### src/design/fpdf_pkg.sv
// ----------------------------------------------------------------------------
// fpdf_pkg
// Shared constants and types for the fixed-point decimal formatter.
// ----------------------------------------------------------------------------
package fpdf_pkg;

  localparam int VALUE_BITS_DEF = 64;
  localparam int STEP_BITS      = 8;
  localparam int DIGITS         = 20;
  localparam int TEXT_CAP       = 22;

  localparam logic [6:0] CH_ZERO        = 7'h30;
  localparam logic [6:0] CH_DOT         = 7'h2E;
  localparam logic [6:0] MAX_LENGTH_RST = 7'd24;
  localparam logic       REG_MAX_LENGTH = 1'b0;

  typedef logic [DIGITS*4-1:0] bcd_t;

endpackage

### src/design/fpdf_dabble.sv
// ----------------------------------------------------------------------------
// fpdf_dabble
// One pipeline stage of the binary to BCD converter: STEP_BITS shift-add-3
// steps, registered, with valid/ready flow control.
// ----------------------------------------------------------------------------
module fpdf_dabble #(
  parameter int W = 64
) (
  input  logic               clk,
  input  logic               rst_n,
  input  logic               in_valid,
  output logic               in_ready,
  input  logic [W-1:0]       in_bin,
  input  fpdf_pkg::bcd_t     in_bcd,
  input  logic [4:0]         in_dec,
  output logic               out_valid,
  input  logic               out_ready,
  output logic [W-1:0]       out_bin,
  output fpdf_pkg::bcd_t     out_bcd,
  output logic [4:0]         out_dec
);
  import fpdf_pkg::*;

  logic         valid_r;
  logic [W-1:0] bin_r, bin_nxt;
  bcd_t         bcd_r, bcd_nxt;
  logic [4:0]   dec_r;

  always_comb begin
    bin_nxt = in_bin;
    bcd_nxt = in_bcd;
    for (int s = 0; s < STEP_BITS; s++) begin
      for (int d = 0; d < DIGITS; d++) begin
        if (bcd_nxt[d*4+:4] >= 4'd5) begin
          bcd_nxt[d*4+:4] = bcd_nxt[d*4+:4] + 4'd3;
        end
      end
      bcd_nxt = {bcd_nxt[DIGITS*4-2:0], bin_nxt[W-1]};
      bin_nxt = {bin_nxt[W-2:0], 1'b0};
    end
  end

  assign in_ready = !valid_r || out_ready;

  always_ff @(posedge clk) begin
    if (!rst_n) begin
      valid_r <= 1'b0;
    end else if (in_ready) begin
      valid_r <= in_valid;
    end
  end

  always_ff @(posedge clk) begin
    if (in_ready && in_valid) begin
      bin_r <= bin_nxt;
      bcd_r <= bcd_nxt;
      dec_r <= in_dec;
    end
  end

  assign out_valid = valid_r;
  assign out_bin   = bin_r;
  assign out_bcd   = bcd_r;
  assign out_dec   = dec_r;

endmodule

### src/design/fpdf_scan.sv
// ----------------------------------------------------------------------------
// fpdf_scan
// Finds the span of characters to print: most significant position, lowest
// printed position, presence of a fraction, and the character count.
// ----------------------------------------------------------------------------
module fpdf_scan (
  input  logic           clk,
  input  logic           rst_n,
  input  logic           in_valid,
  output logic           in_ready,
  input  fpdf_pkg::bcd_t in_bcd,
  input  logic [4:0]     in_dec,
  output logic           out_valid,
  input  logic           out_ready,
  output fpdf_pkg::bcd_t out_bcd,
  output logic [4:0]     out_dec,
  output logic [4:0]     out_top,
  output logic [4:0]     out_low,
  output logic           out_frac,
  output logic [5:0]     out_count
);
  import fpdf_pkg::*;

  logic       valid_r;
  bcd_t       bcd_r;
  logic [4:0] dec_r, top_r, low_r, top_nxt, low_nxt;
  logic       frac_r, frac_nxt;
  logic [5:0] count_r, count_nxt;
  logic [4:0] msd, lz;
  logic       nz;

  always_comb begin
    msd = 5'd0;
    lz  = 5'd0;
    nz  = 1'b0;
    for (int i = 0; i < DIGITS; i++) begin
      if (in_bcd[i*4+:4] != 4'd0) begin
        msd = 5'(i);
      end
    end
    for (int i = DIGITS - 1; i >= 0; i--) begin
      if (in_bcd[i*4+:4] != 4'd0) begin
        lz = 5'(i);
        nz = 1'b1;
      end
    end
    frac_nxt  = nz && (lz < in_dec);
    top_nxt   = (msd > in_dec) ? msd : in_dec;
    low_nxt   = frac_nxt ? lz : in_dec;
    count_nxt = {1'b0, top_nxt} - {1'b0, low_nxt} + 6'd1 + {5'd0, frac_nxt};
  end

  assign in_ready = !valid_r || out_ready;

  always_ff @(posedge clk) begin
    if (!rst_n) begin
      valid_r <= 1'b0;
    end else if (in_ready) begin
      valid_r <= in_valid;
    end
  end

  always_ff @(posedge clk) begin
    if (in_ready && in_valid) begin
      bcd_r   <= in_bcd;
      dec_r   <= in_dec;
      top_r   <= top_nxt;
      low_r   <= low_nxt;
      frac_r  <= frac_nxt;
      count_r <= count_nxt;
    end
  end

  assign out_valid = valid_r;
  assign out_bcd   = bcd_r;
  assign out_dec   = dec_r;
  assign out_top   = top_r;
  assign out_low   = low_r;
  assign out_frac  = frac_r;
  assign out_count = count_r;

endmodule

### src/design/fpdf_emit.sv
// ----------------------------------------------------------------------------
// fpdf_emit
// Walks the digit span most significant first, inserts the dot, and drives
// the registered result word; gives the error word when the text is too long.
// ----------------------------------------------------------------------------
module fpdf_emit (
  input  logic           clk,
  input  logic           rst_n,
  input  logic [6:0]     max_length,
  input  logic           in_valid,
  output logic           in_ready,
  input  fpdf_pkg::bcd_t in_bcd,
  input  logic [4:0]     in_dec,
  input  logic [4:0]     in_top,
  input  logic [4:0]     in_low,
  input  logic           in_frac,
  input  logic [5:0]     in_count,
  output logic           out_valid,
  input  logic           out_ready,
  output logic [6:0]     out_char_code,
  output logic           out_last,
  output logic           out_overflow_error,
  output logic [4:0]     out_text_length
);
  import fpdf_pkg::*;

  logic       busy_r, busy_nxt;
  bcd_t       bcd_r;
  logic [4:0] dec_r, low_r;
  logic [4:0] pos_r, pos_nxt;
  logic       frac_r, dot_r, dot_nxt, err_r;
  logic [5:0] count_r;
  logic       ovalid_r, ovalid_nxt;
  logic [6:0] char_r, char_nxt;
  logic       last_r, last_nxt, ovf_r, ovf_nxt;
  logic [4:0] len_r, len_nxt;
  logic       adv, take;
  logic [3:0] digit;

  assign adv      = !ovalid_r || out_ready;
  assign in_ready = !busy_r;
  assign take     = in_valid && !busy_r;

  always_comb begin
    digit = 4'd0;
    for (int i = 0; i < DIGITS; i++) begin
      if (pos_r == 5'(i)) begin
        digit = bcd_r[i*4+:4];
      end
    end
  end

  always_comb begin
    busy_nxt   = busy_r;
    pos_nxt    = pos_r;
    dot_nxt    = dot_r;
    ovalid_nxt = ovalid_r;
    char_nxt   = char_r;
    last_nxt   = last_r;
    ovf_nxt    = ovf_r;
    len_nxt    = len_r;
    if (adv) begin
      ovalid_nxt = busy_r;
      if (busy_r) begin
        if (err_r) begin
          char_nxt = 7'd0;
          last_nxt = 1'b1;
          ovf_nxt  = 1'b1;
          len_nxt  = 5'd0;
          busy_nxt = 1'b0;
        end else if (dot_r) begin
          char_nxt = CH_DOT;
          last_nxt = 1'b0;
          ovf_nxt  = 1'b0;
          len_nxt  = count_r[4:0];
          dot_nxt  = 1'b0;
          pos_nxt  = dec_r - 5'd1;
        end else begin
          char_nxt = CH_ZERO + {3'd0, digit};
          last_nxt = (pos_r == low_r);
          ovf_nxt  = 1'b0;
          len_nxt  = count_r[4:0];
          if (pos_r == low_r) begin
            busy_nxt = 1'b0;
          end else if (pos_r == dec_r && frac_r) begin
            dot_nxt = 1'b1;
          end else begin
            pos_nxt = pos_r - 5'd1;
          end
        end
      end
    end
    if (take) begin
      busy_nxt = 1'b1;
      pos_nxt  = in_top;
      dot_nxt  = 1'b0;
    end
  end

  always_ff @(posedge clk) begin
    if (!rst_n) begin
      busy_r   <= 1'b0;
      dot_r    <= 1'b0;
      ovalid_r <= 1'b0;
    end else begin
      busy_r   <= busy_nxt;
      dot_r    <= dot_nxt;
      ovalid_r <= ovalid_nxt;
    end
  end

  always_ff @(posedge clk) begin
    pos_r  <= pos_nxt;
    char_r <= char_nxt;
    last_r <= last_nxt;
    ovf_r  <= ovf_nxt;
    len_r  <= len_nxt;
    if (take) begin
      bcd_r   <= in_bcd;
      dec_r   <= in_dec;
      low_r   <= in_low;
      frac_r  <= in_frac;
      count_r <= in_count;
      err_r   <= ({1'b0, in_count} >= max_length) || (in_count > 6'(TEXT_CAP));
    end
  end

  assign out_valid          = ovalid_r;
  assign out_char_code      = char_r;
  assign out_last           = last_r;
  assign out_overflow_error = ovf_r;
  assign out_text_length    = len_r;

endmodule

### src/design/fixed_point_decimal_formatter.sv
// ----------------------------------------------------------------------------
// fixed_point_decimal_formatter
// Unsigned binary value to ASCII fixed-point decimal text, one char per word.
// ----------------------------------------------------------------------------
// An item passes ceil(VALUE_BITS/8) converter stages (eight shift-add-3 steps
// each) and one scan stage, then the character emitter, which holds one item
// at a time and gives one word per character of the text, or the single error
// word when the text is too long. The converter stages accept a new item every
// cycle while the next stage can take one, and buffer items while the emitter
// is busy. max_length at byte address 0 (reset 24).
module fixed_point_decimal_formatter #(
  parameter int VALUE_BITS = fpdf_pkg::VALUE_BITS_DEF
) (
  input  logic        clk,
  input  logic        rst_n,
  input  logic        psel,
  input  logic        penable,
  input  logic        pwrite,
  input  logic [2:0]  paddr,
  input  logic [31:0] pwdata,
  output logic [31:0] prdata,
  output logic        pready,
  input  logic        in_valid,
  output logic        in_ready,
  input  logic [63:0] in_value,
  input  logic [4:0]  in_decimals,
  output logic        out_valid,
  input  logic        out_ready,
  output logic [6:0]  out_char_code,
  output logic        out_last,
  output logic        out_overflow_error,
  output logic [4:0]  out_text_length
);
  import fpdf_pkg::*;

  localparam int STAGES = (VALUE_BITS + STEP_BITS - 1) / STEP_BITS;
  localparam int W      = STAGES * STEP_BITS;

  logic [6:0] max_length_r;

  assign pready = 1'b1;
  assign prdata = (paddr[2] == REG_MAX_LENGTH) ? {25'd0, max_length_r} : 32'd0;

  always_ff @(posedge clk) begin
    if (!rst_n) begin
      max_length_r <= MAX_LENGTH_RST;
    end else if (psel && penable && pwrite && pready && paddr[2] == REG_MAX_LENGTH) begin
      max_length_r <= pwdata[6:0];
    end
  end

  logic [W-1:0] bin_c [STAGES+1];
  bcd_t         bcd_c [STAGES+1];
  logic [4:0]   dec_c [STAGES+1];
  logic         vld_c [STAGES+1];
  logic         rdy_c [STAGES+1];

  assign bin_c[0] = W'(in_value[VALUE_BITS-1:0]);
  assign bcd_c[0] = '0;
  assign dec_c[0] = in_decimals;
  assign vld_c[0] = in_valid;
  assign in_ready = rdy_c[0];

  for (genvar g = 0; g < STAGES; g++) begin : g_conv
    fpdf_dabble #(.W(W)) u_dabble (
      .clk       (clk),
      .rst_n     (rst_n),
      .in_valid  (vld_c[g]),
      .in_ready  (rdy_c[g]),
      .in_bin    (bin_c[g]),
      .in_bcd    (bcd_c[g]),
      .in_dec    (dec_c[g]),
      .out_valid (vld_c[g+1]),
      .out_ready (rdy_c[g+1]),
      .out_bin   (bin_c[g+1]),
      .out_bcd   (bcd_c[g+1]),
      .out_dec   (dec_c[g+1])
    );
  end

  logic       sc_valid, sc_ready, sc_frac;
  bcd_t       sc_bcd;
  logic [4:0] sc_dec, sc_top, sc_low;
  logic [5:0] sc_count;

  fpdf_scan u_scan (
    .clk       (clk),
    .rst_n     (rst_n),
    .in_valid  (vld_c[STAGES]),
    .in_ready  (rdy_c[STAGES]),
    .in_bcd    (bcd_c[STAGES]),
    .in_dec    (dec_c[STAGES]),
    .out_valid (sc_valid),
    .out_ready (sc_ready),
    .out_bcd   (sc_bcd),
    .out_dec   (sc_dec),
    .out_top   (sc_top),
    .out_low   (sc_low),
    .out_frac  (sc_frac),
    .out_count (sc_count)
  );

  fpdf_emit u_emit (
    .clk                (clk),
    .rst_n              (rst_n),
    .max_length         (max_length_r),
    .in_valid           (sc_valid),
    .in_ready           (sc_ready),
    .in_bcd             (sc_bcd),
    .in_dec             (sc_dec),
    .in_top             (sc_top),
    .in_low             (sc_low),
    .in_frac            (sc_frac),
    .in_count           (sc_count),
    .out_valid          (out_valid),
    .out_ready          (out_ready),
    .out_char_code      (out_char_code),
    .out_last           (out_last),
    .out_overflow_error (out_overflow_error),
    .out_text_length    (out_text_length)
  );

  a_err_word : assert property (@(posedge clk) disable iff (!rst_n)
    out_valid && out_overflow_error |->
      out_last && out_char_code == 7'd0 && out_text_length == 5'd0)
    else $error("error word malformed");

  a_len_fits : assert property (@(posedge clk) disable iff (!rst_n)
    out_valid && !out_overflow_error |->
      out_text_length != 5'd0 && {2'd0, out_text_length} < max_length_r)
    else $error("text length exceeds buffer limit");

  a_digit_or_dot : assert property (@(posedge clk) disable iff (!rst_n)
    out_valid && !out_overflow_error |->
      out_char_code == CH_DOT ||
      (out_char_code >= CH_ZERO && out_char_code <= CH_ZERO + 7'd9))
    else $error("bad character code");

endmodule

### config.mk
export PLATFORM = sky130hd
export DESIGN_NAME = fixed_point_decimal_formatter
export DESIGN_NICKNAME = d
export VERILOG_FILES = /design/src/design/fpdf_pkg.sv /design/src/design/fpdf_dabble.sv /design/src/design/fpdf_scan.sv /design/src/design/fpdf_emit.sv /design/src/design/fixed_point_decimal_formatter.sv
export SDC_FILE = /design/constraint.sdc
export NUM_CORES = 2
export LEC_CHECK = 0
export ABC_AREA = 1
export ABC_CLOCK_PERIOD_IN_PS = 13550
export BUFFER_PORTS_ARGS = -buffer_cell sky130_fd_sc_hd__buf_2
export CORE_UTILIZATION = 65
export DETAILED_ROUTE_END_ITERATION = 10
export GPL_TIMING_DRIVEN = 0
export PLACE_DENSITY = 0.93
export SKIP_CTS_REPAIR_TIMING = 1
export SYNTH_ARGS = -nofsm -noshare
export SYNTH_HDL_FRONTEND = slang
export SYNTH_SLANG_ARGS = --single-unit
### constraint.sdc
create_clock -name clk -period 13.55 [get_ports clk]
set_input_delay 0.6775 -clock clk [delete_from_list [all_inputs] [get_ports clk]]
set_output_delay 0.6775 -clock clk [all_outputs]
set_load 0.02 [all_outputs]
Word-level counts from Yosys, hierarchy flattened:

Index checks and enable logic that the tools add are counted.

* add/sub/neg operators: 1076
* multiply operators: 0
* divide/modulo/power cells: 0
* $lt $le $gt $ge: 1074
* eq/ne operators: 24
* shift-type cells: 0
* mux-type cells: 1171
* bitwise logic cells: 3
* reduce and logical (&&, ||, !) cells: 65

Operator list (count)
* 4-bit two-way mux: 1052
* 4-bit by 3-bit >= comparator with 1-bit output (second input constant): 1050
* 4-bit by 2-bit adder with 4-bit output (second input constant): 1007
* 5-bit two-way mux: 33
* 3-bit two-way mux: 48
* 3-bit by 2-bit adder with 3-bit output (second input constant): 43
* 4-bit nonzero test: 20
* 1-bit by 2-bit adder with 3-bit output (second input constant): 18
* 1-bit by 3-bit >= comparator with 1-bit output (second input constant): 18
* 5-bit by 4-bit equality test with 1-bit output (second input constant): 8
* 1-bit two-way mux: 34
* 5-bit by 3-bit equality test with 1-bit output (second input constant): 4
* 5-bit equality test (second input constant): 4
* 1-bit logical AND: 15
* 1-bit logical NOT: 11
* 1-bit logical OR: 11
* 5-bit by 2-bit equality test with 1-bit output (second input constant): 2
* 5-bit equality test: 2
* 5-bit by 1-bit subtractor with 5-bit output (second input constant): 2
* 6-bit by 4-bit adder with 7-bit output (first input constant): 1
* 6-bit by 7-bit >= comparator with 1-bit output: 1
* 7-bit two-way mux: 1
* 1-bit by 2-bit adder with 3-bit output (both inputs constant): 2
* 6-bit by 1-bit adder with 6-bit output: 1
* 18 further kinds: 25

* register bits: 1069
* bits in latches: 0
* RAM bits: 0
* ROM bits: 0
* output and inout port bits: 49
* word-level logic and storage cells: 3469
* memories: 0

Depth between registers and ports, before layout:

* depth after elaboration: 27
* mapped depth: 53
* gate-level depth less buffers: 53

Hierarchy:

Synthesis repeated with hierarchy kept, for this count alone.

* cells, all modules: 26639
* area total of the unflattened synthesis: 174857.7 µm²

Modules (own cells, without submodules)
* fpdf_dabble: times used 8, cells an instance 3217, area an instance 20556.0 µm²
* fpdf_emit: times used 1, cells an instance 494, area an instance 5352.6 µm²
* fpdf_scan: times used 1, cells an instance 320, area an instance 4429.2 µm²
* fixed_point_decimal_formatter: times used 1, cells an instance 89, area an instance 628.1 µm²

Least setup slack after synthesis:

Ideal clock, no wire load.

* path type: register to register
* start point: reg u_scan.valid_r (netlist: u_scan.out_valid)
* end point: reg u_emit.pos_r[0] (enable)
* setup time: 0.374 ns
* data arrival time: 5.874 ns
* data required time: 13.176 ns
* slack: 7.302 ns
* cell stages (with the launch flop): 5
* path buffers: 0
* path through: dfxtp_1 -> inv_1 -> nor2_1 -> inv_1 -> o21ai_0

* longest elaborated chain between the ends: 3

Ends and longest elaborated chain
* start: declaration: line fpdf_scan.sv:24 `logic valid_r;`
* start signal: assignment: line fpdf_scan.sv:59 `valid_r <= in_valid;`
* 1-bit logical AND (*): line fpdf_emit.sv:42 `assign take = in_valid && !busy_r;`
* net u_emit.take: line fpdf_emit.sv:37 `logic adv, take;`
* 3-bit by 1-bit inequality test with 1-bit output (no source line) (tied with other cells)
* 5-bit AND reduction (no source line) (*)
* end signal: assignment: line fpdf_emit.sv:113 `pos_r <= pos_nxt;`
* end: declaration: line fpdf_emit.sv:30 `logic [4:0] pos_r, pos_nxt;`

The timed path passes the listed nets; every way through them passes the cells marked *.
A chain may end at the register's enable or synchronous reset.

Worst setup path after layout:

* start point: reg g_conv[7].u_dabble.bcd_r[73]
* end point: reg u_scan.count_r[5] (netlist: u_scan.out_count[5]) (data pin)

* longest elaborated chain between the ends: 26

Ends and longest elaborated chain
* start: declaration: line fpdf_dabble.sv:26 `bcd_t bcd_r, bcd_nxt;`
* start signal: assignment: line fpdf_dabble.sv:56 `bcd_r <= bcd_nxt;`
* 4-bit nonzero test (*): line fpdf_scan.sv:42 `if (in_bcd[i*4+:4] != 4'd0) begin`
* 5-bit two-way mux (19 in a row): line fpdf_scan.sv:42
* 5-bit < comparator: line fpdf_scan.sv:47 `frac_nxt = nz && (lz < in_dec);`
* 1-bit logical AND (*): line fpdf_scan.sv:47
* net u_scan.frac_nxt: line fpdf_scan.sv:27 `logic frac_r, frac_nxt;`
* 5-bit two-way mux (*): line fpdf_scan.sv:49 `low_nxt = frac_nxt ? lz : in_dec;`
* net u_scan.low_nxt[0]: line fpdf_scan.sv:26 `logic [4:0] dec_r, top_r, low_r, top_nxt, low_nxt;`
* 5-bit by 5-bit subtractor with 6-bit output (*): line fpdf_scan.sv:50 `count_nxt = {1'b0, top_nxt} - {1'b0, low_nxt} + 6'd1 + {5'd0, frac_nxt};`
* 6-bit by 1-bit adder with 6-bit output (*) (2 in a row): line fpdf_scan.sv:50
* net u_scan.count_nxt[5]: line fpdf_scan.sv:28 `logic [5:0] count_r, count_nxt;`
* end signal: assignment: line fpdf_scan.sv:70 `count_r <= count_nxt;`
* end: declaration: line fpdf_scan.sv:28

Marked as above.

==> flow_summary.json <==
{
  "dp_hpwl_mm": 145,
  "first_pass_iters": 11,
  "slew_headroom_pct": 30.1,
  "finalWirelength_mm": 191,
  "grt_max_degree": 65,
  "cp_slowest_cell": "a21boi_0",
  "place_congestion": 0.896,
  "die-width_um": 386,
  "cpPeakStageDelay_ps": 830,
  "vias": 88072,
  "rsz0062_at_grt": "false",
  "yosysWarnings": 0,
  "cts_tree": "yes",
  "syn_area_per_cell_um2": 6.85,
  "worstSetupPathType": "reg2reg",
  "synth-edff-count": 855,
  "port-buffer-count": 103,
  "antenna_found_initial": 3,
  "synthToLayoutAreaGrowth_pct": 7.14,
  "min_period_ps": 6980,
  "die_area_um2": 149000,
  "drc": 4,
  "yosysSeqAreaShare_pct": 27.1,
  "nets": 14969,
  "synth_area_leader_cell": "edfxtp_1",
  "setup_viol": 0,
  "critPathLaunchType": "flip-flop",
  "fin_crit_sh_pct": 51.5,
  "required_ps": 14060,
  "die_h_um": 386,
  "slew_violations": 0,
  "cts_inserted_buffers": 95,
  "synth_area_leaders": "edfxtp_1 (27%), nand2_1 (18%), inv_1 (9.3%)",
  "clkTransAtPathRegs_ps": 70,
  "clkSinkCount": 874,
  "grtUsageTotal_pct": 25.5,
  "cts.htree.levels": 3,
  "coreArea_um2": 146000,
  "crit_fanout": 6,
  "final_util_pct": 70.4,
  "preCtsSetupSlack_ps": 6680,
  "synth_cell_type_count": 63,
  "ys_ff_latch": 874,
  "crit_top_cell": "o21ai_0",
  "fin_skew_ps": 71.0,
  "failed_checks": "DRC",
  "drive_above_1_share_pct": 14.5,
  "vias_per_cell": 5.42,
  "hold_violations": 0,
  "endpoint_kind": "flip-flop",
  "synth_top_area_share_pct": 26.7,
  "crit_chain": "nor4_1 -> a21oi_1 -> o21ai_0 -> a21oi_1 -> o21ai_0 -> a21oi_1 -> o21ai_0 -> a21oi_1 -> o21ai_0 -> nand2_1 -> a21boi_0 -> nor2_1 -> o221a_2 -> o21ai_1 -> inv_1 -> nand2_1 -> o21ai_0 -> fa_1 -> inv_1 -> ha_1 -> inv_1 -> fa_1 -> o21ai_0 -> xnor2_1",
  "finalWorstSetupSlack_ps": 6570,
  "grt_pass1_vias": 82270,
  "first_iter_violations": 4809,
  "cts_buffer_depth": 3,
  "maxCapViolCount": 0,
  "syn-instance-count": 14009,
  "clk-insertion-delay-late_ps": 780,
  "async_reset_ff_share_pct": 0,
  "ant_nets": 0,
  "cts-root-buf": "clkbuf_16",
  "overflow": 0,
  "fmax_mhz": 143,
  "ios": 160,
  "rows": 140,
  "outcome": "finished, violations left",
  "grt_pass1_wl_mm": 333,
  "ys.flop_type": "edfxtp_1",
  "tightest_slew_ps": 1040,
  "fin_tns_setup_ps": 0,
  "syn_area_um2": 96000,
  "start_util_pct": 65.7,
  "hold_path.class": "in2reg",
  "cp.arrival_ps": 7490,
  "wl_per_cell_um": 11.8
}
-- cells in the mapped netlist, drive strengths merged, types with 5 or more instances --
cell / count
or2: 13
xnor2: 54
clkbuf: 8
o22ai: 14
o211ai: 27
inv: 2440
nand2: 5517
nand3b: 86
a21boi: 19
a31oi: 5
and2: 253
o21bai: 20
a21o: 174
a21oi: 141
o21a: 10
xor2: 244
edfxtp: 855
nor4: 21
nor2: 197
buf: 27
nor3: 7
a211oi: 6
nand3: 1951
o21ai: 597
clkinv: 7
a31o: 53
nand4: 620
dfxtp: 19
ha: 602
-- registers in the layout (all words and copies together), names as in the netlist, 5 cells and up --
register and flops:
u_emit.count_r 5, g_conv.u_dabble.out_valid 8, u_emit.pos_r 5, u_scan.out_dec 5, g_conv.u_dabble.out_dec 40, u_emit.out_char_code 6
max_length_r 7, u_emit.low_r 5, u_scan.out_low 5, u_emit.dec_r 5, g_conv.u_dabble.out_bin 224, g_conv.u_dabble.out_bcd 374
u_scan.out_bcd 80, u_emit.out_text_length 5, u_scan.out_top 5, u_scan.out_count 6, u_emit.bcd_r 80
-- final timing paths --
path | from | endpoint | slack (ps) | cells past startpoint
worst max-delay path | g_conv[7].u_dabble.out_bcd[73] | u_scan.out_count[5] | 6570 | 24
worst min-delay path | in_decimals[0] | g_conv[0].u_dabble.out_dec[0] | 80 | 1
worst max register to register | g_conv[7].u_dabble.out_bcd[73] | u_scan.out_count[5] | 6570 | 24
worst min register to register | g_conv[0].u_dabble.out_bin[37] | g_conv[1].u_dabble.out_bin[45] | 400 | 0
-- cell families after synthesis --
kind of cell	count (synthesis)	synth area share, %
XOR/XNOR	298	3.43
AND/OR/NAND/NOR	8668	44.2
flip-flops	874	27.1
AO/OA/AOI/OAI	1079	7.48
adder cells (fa/ha/maj)	604	7.89
multiplexers	2	0.0209
buffers and inverters	2482	9.81
other	2	0.00782
-- layout by cell type, fill, tap and decap left out, types with 191 or more instances in the layout --
master,netlist,routed
edfxtp_1,855,855
ha_1,602,602
inv_1,2375,2371
nand2_1,4702,4702
nand2_2,740,740
nand3_1,1522,1522
nand3_2,411,411
nand4_1,620,620
o21ai_0,249,249
o21ai_2,201,201
xor2_1,191,191
-- per-stage QoR --
stage	instances	area [µm²]	hold slack (ps)
after global placement	16054	99000	400
after floorplan	14034	96100	400
after detailed placement	16073	99500	405
final	16253	103000	82.0
after CTS	16249	103000	25.1
after global routing	16250	103000	62.0
-- critical path, delay by kind of cell, from the launching register on --
kind,cells,cell delay [ps]
AO/OA/AOI/OAI,13,3550
XOR/XNOR,1,100
adder cells (fa/ha/maj),3,1080
buffers and inverters,3,450
flip-flops,1,410
AND/OR/NAND/NOR,4,1150
-- per-layer routing --
metal | routed length [µm] | track usage (%) | vias to the layer above
met5 | 13 | 0 | -
met4 | 8350 | 11.3 | 2
met3 | 8160 | 3.95 | 574
met2 | 98800 | 49.5 | 1784
met1 | 75800 | 26.6 | 39218
li1 | - | - | 46494
-- layout make-up --
cell class	count	area (µm²)
flip-flops and latches	874	26100
clock buffers	109	2480
clock inverters	67	847
inverters	2447	9200
repair buffers	123	956
fillers	11005	43200
multi-input cells	10678	60700
plain buffers	35	233
well taps	1917	2400
diodes	3	7.51
Power is not shown: default switching activity piles up to over one toggle a cycle in this logic, so the estimate is an artifact.
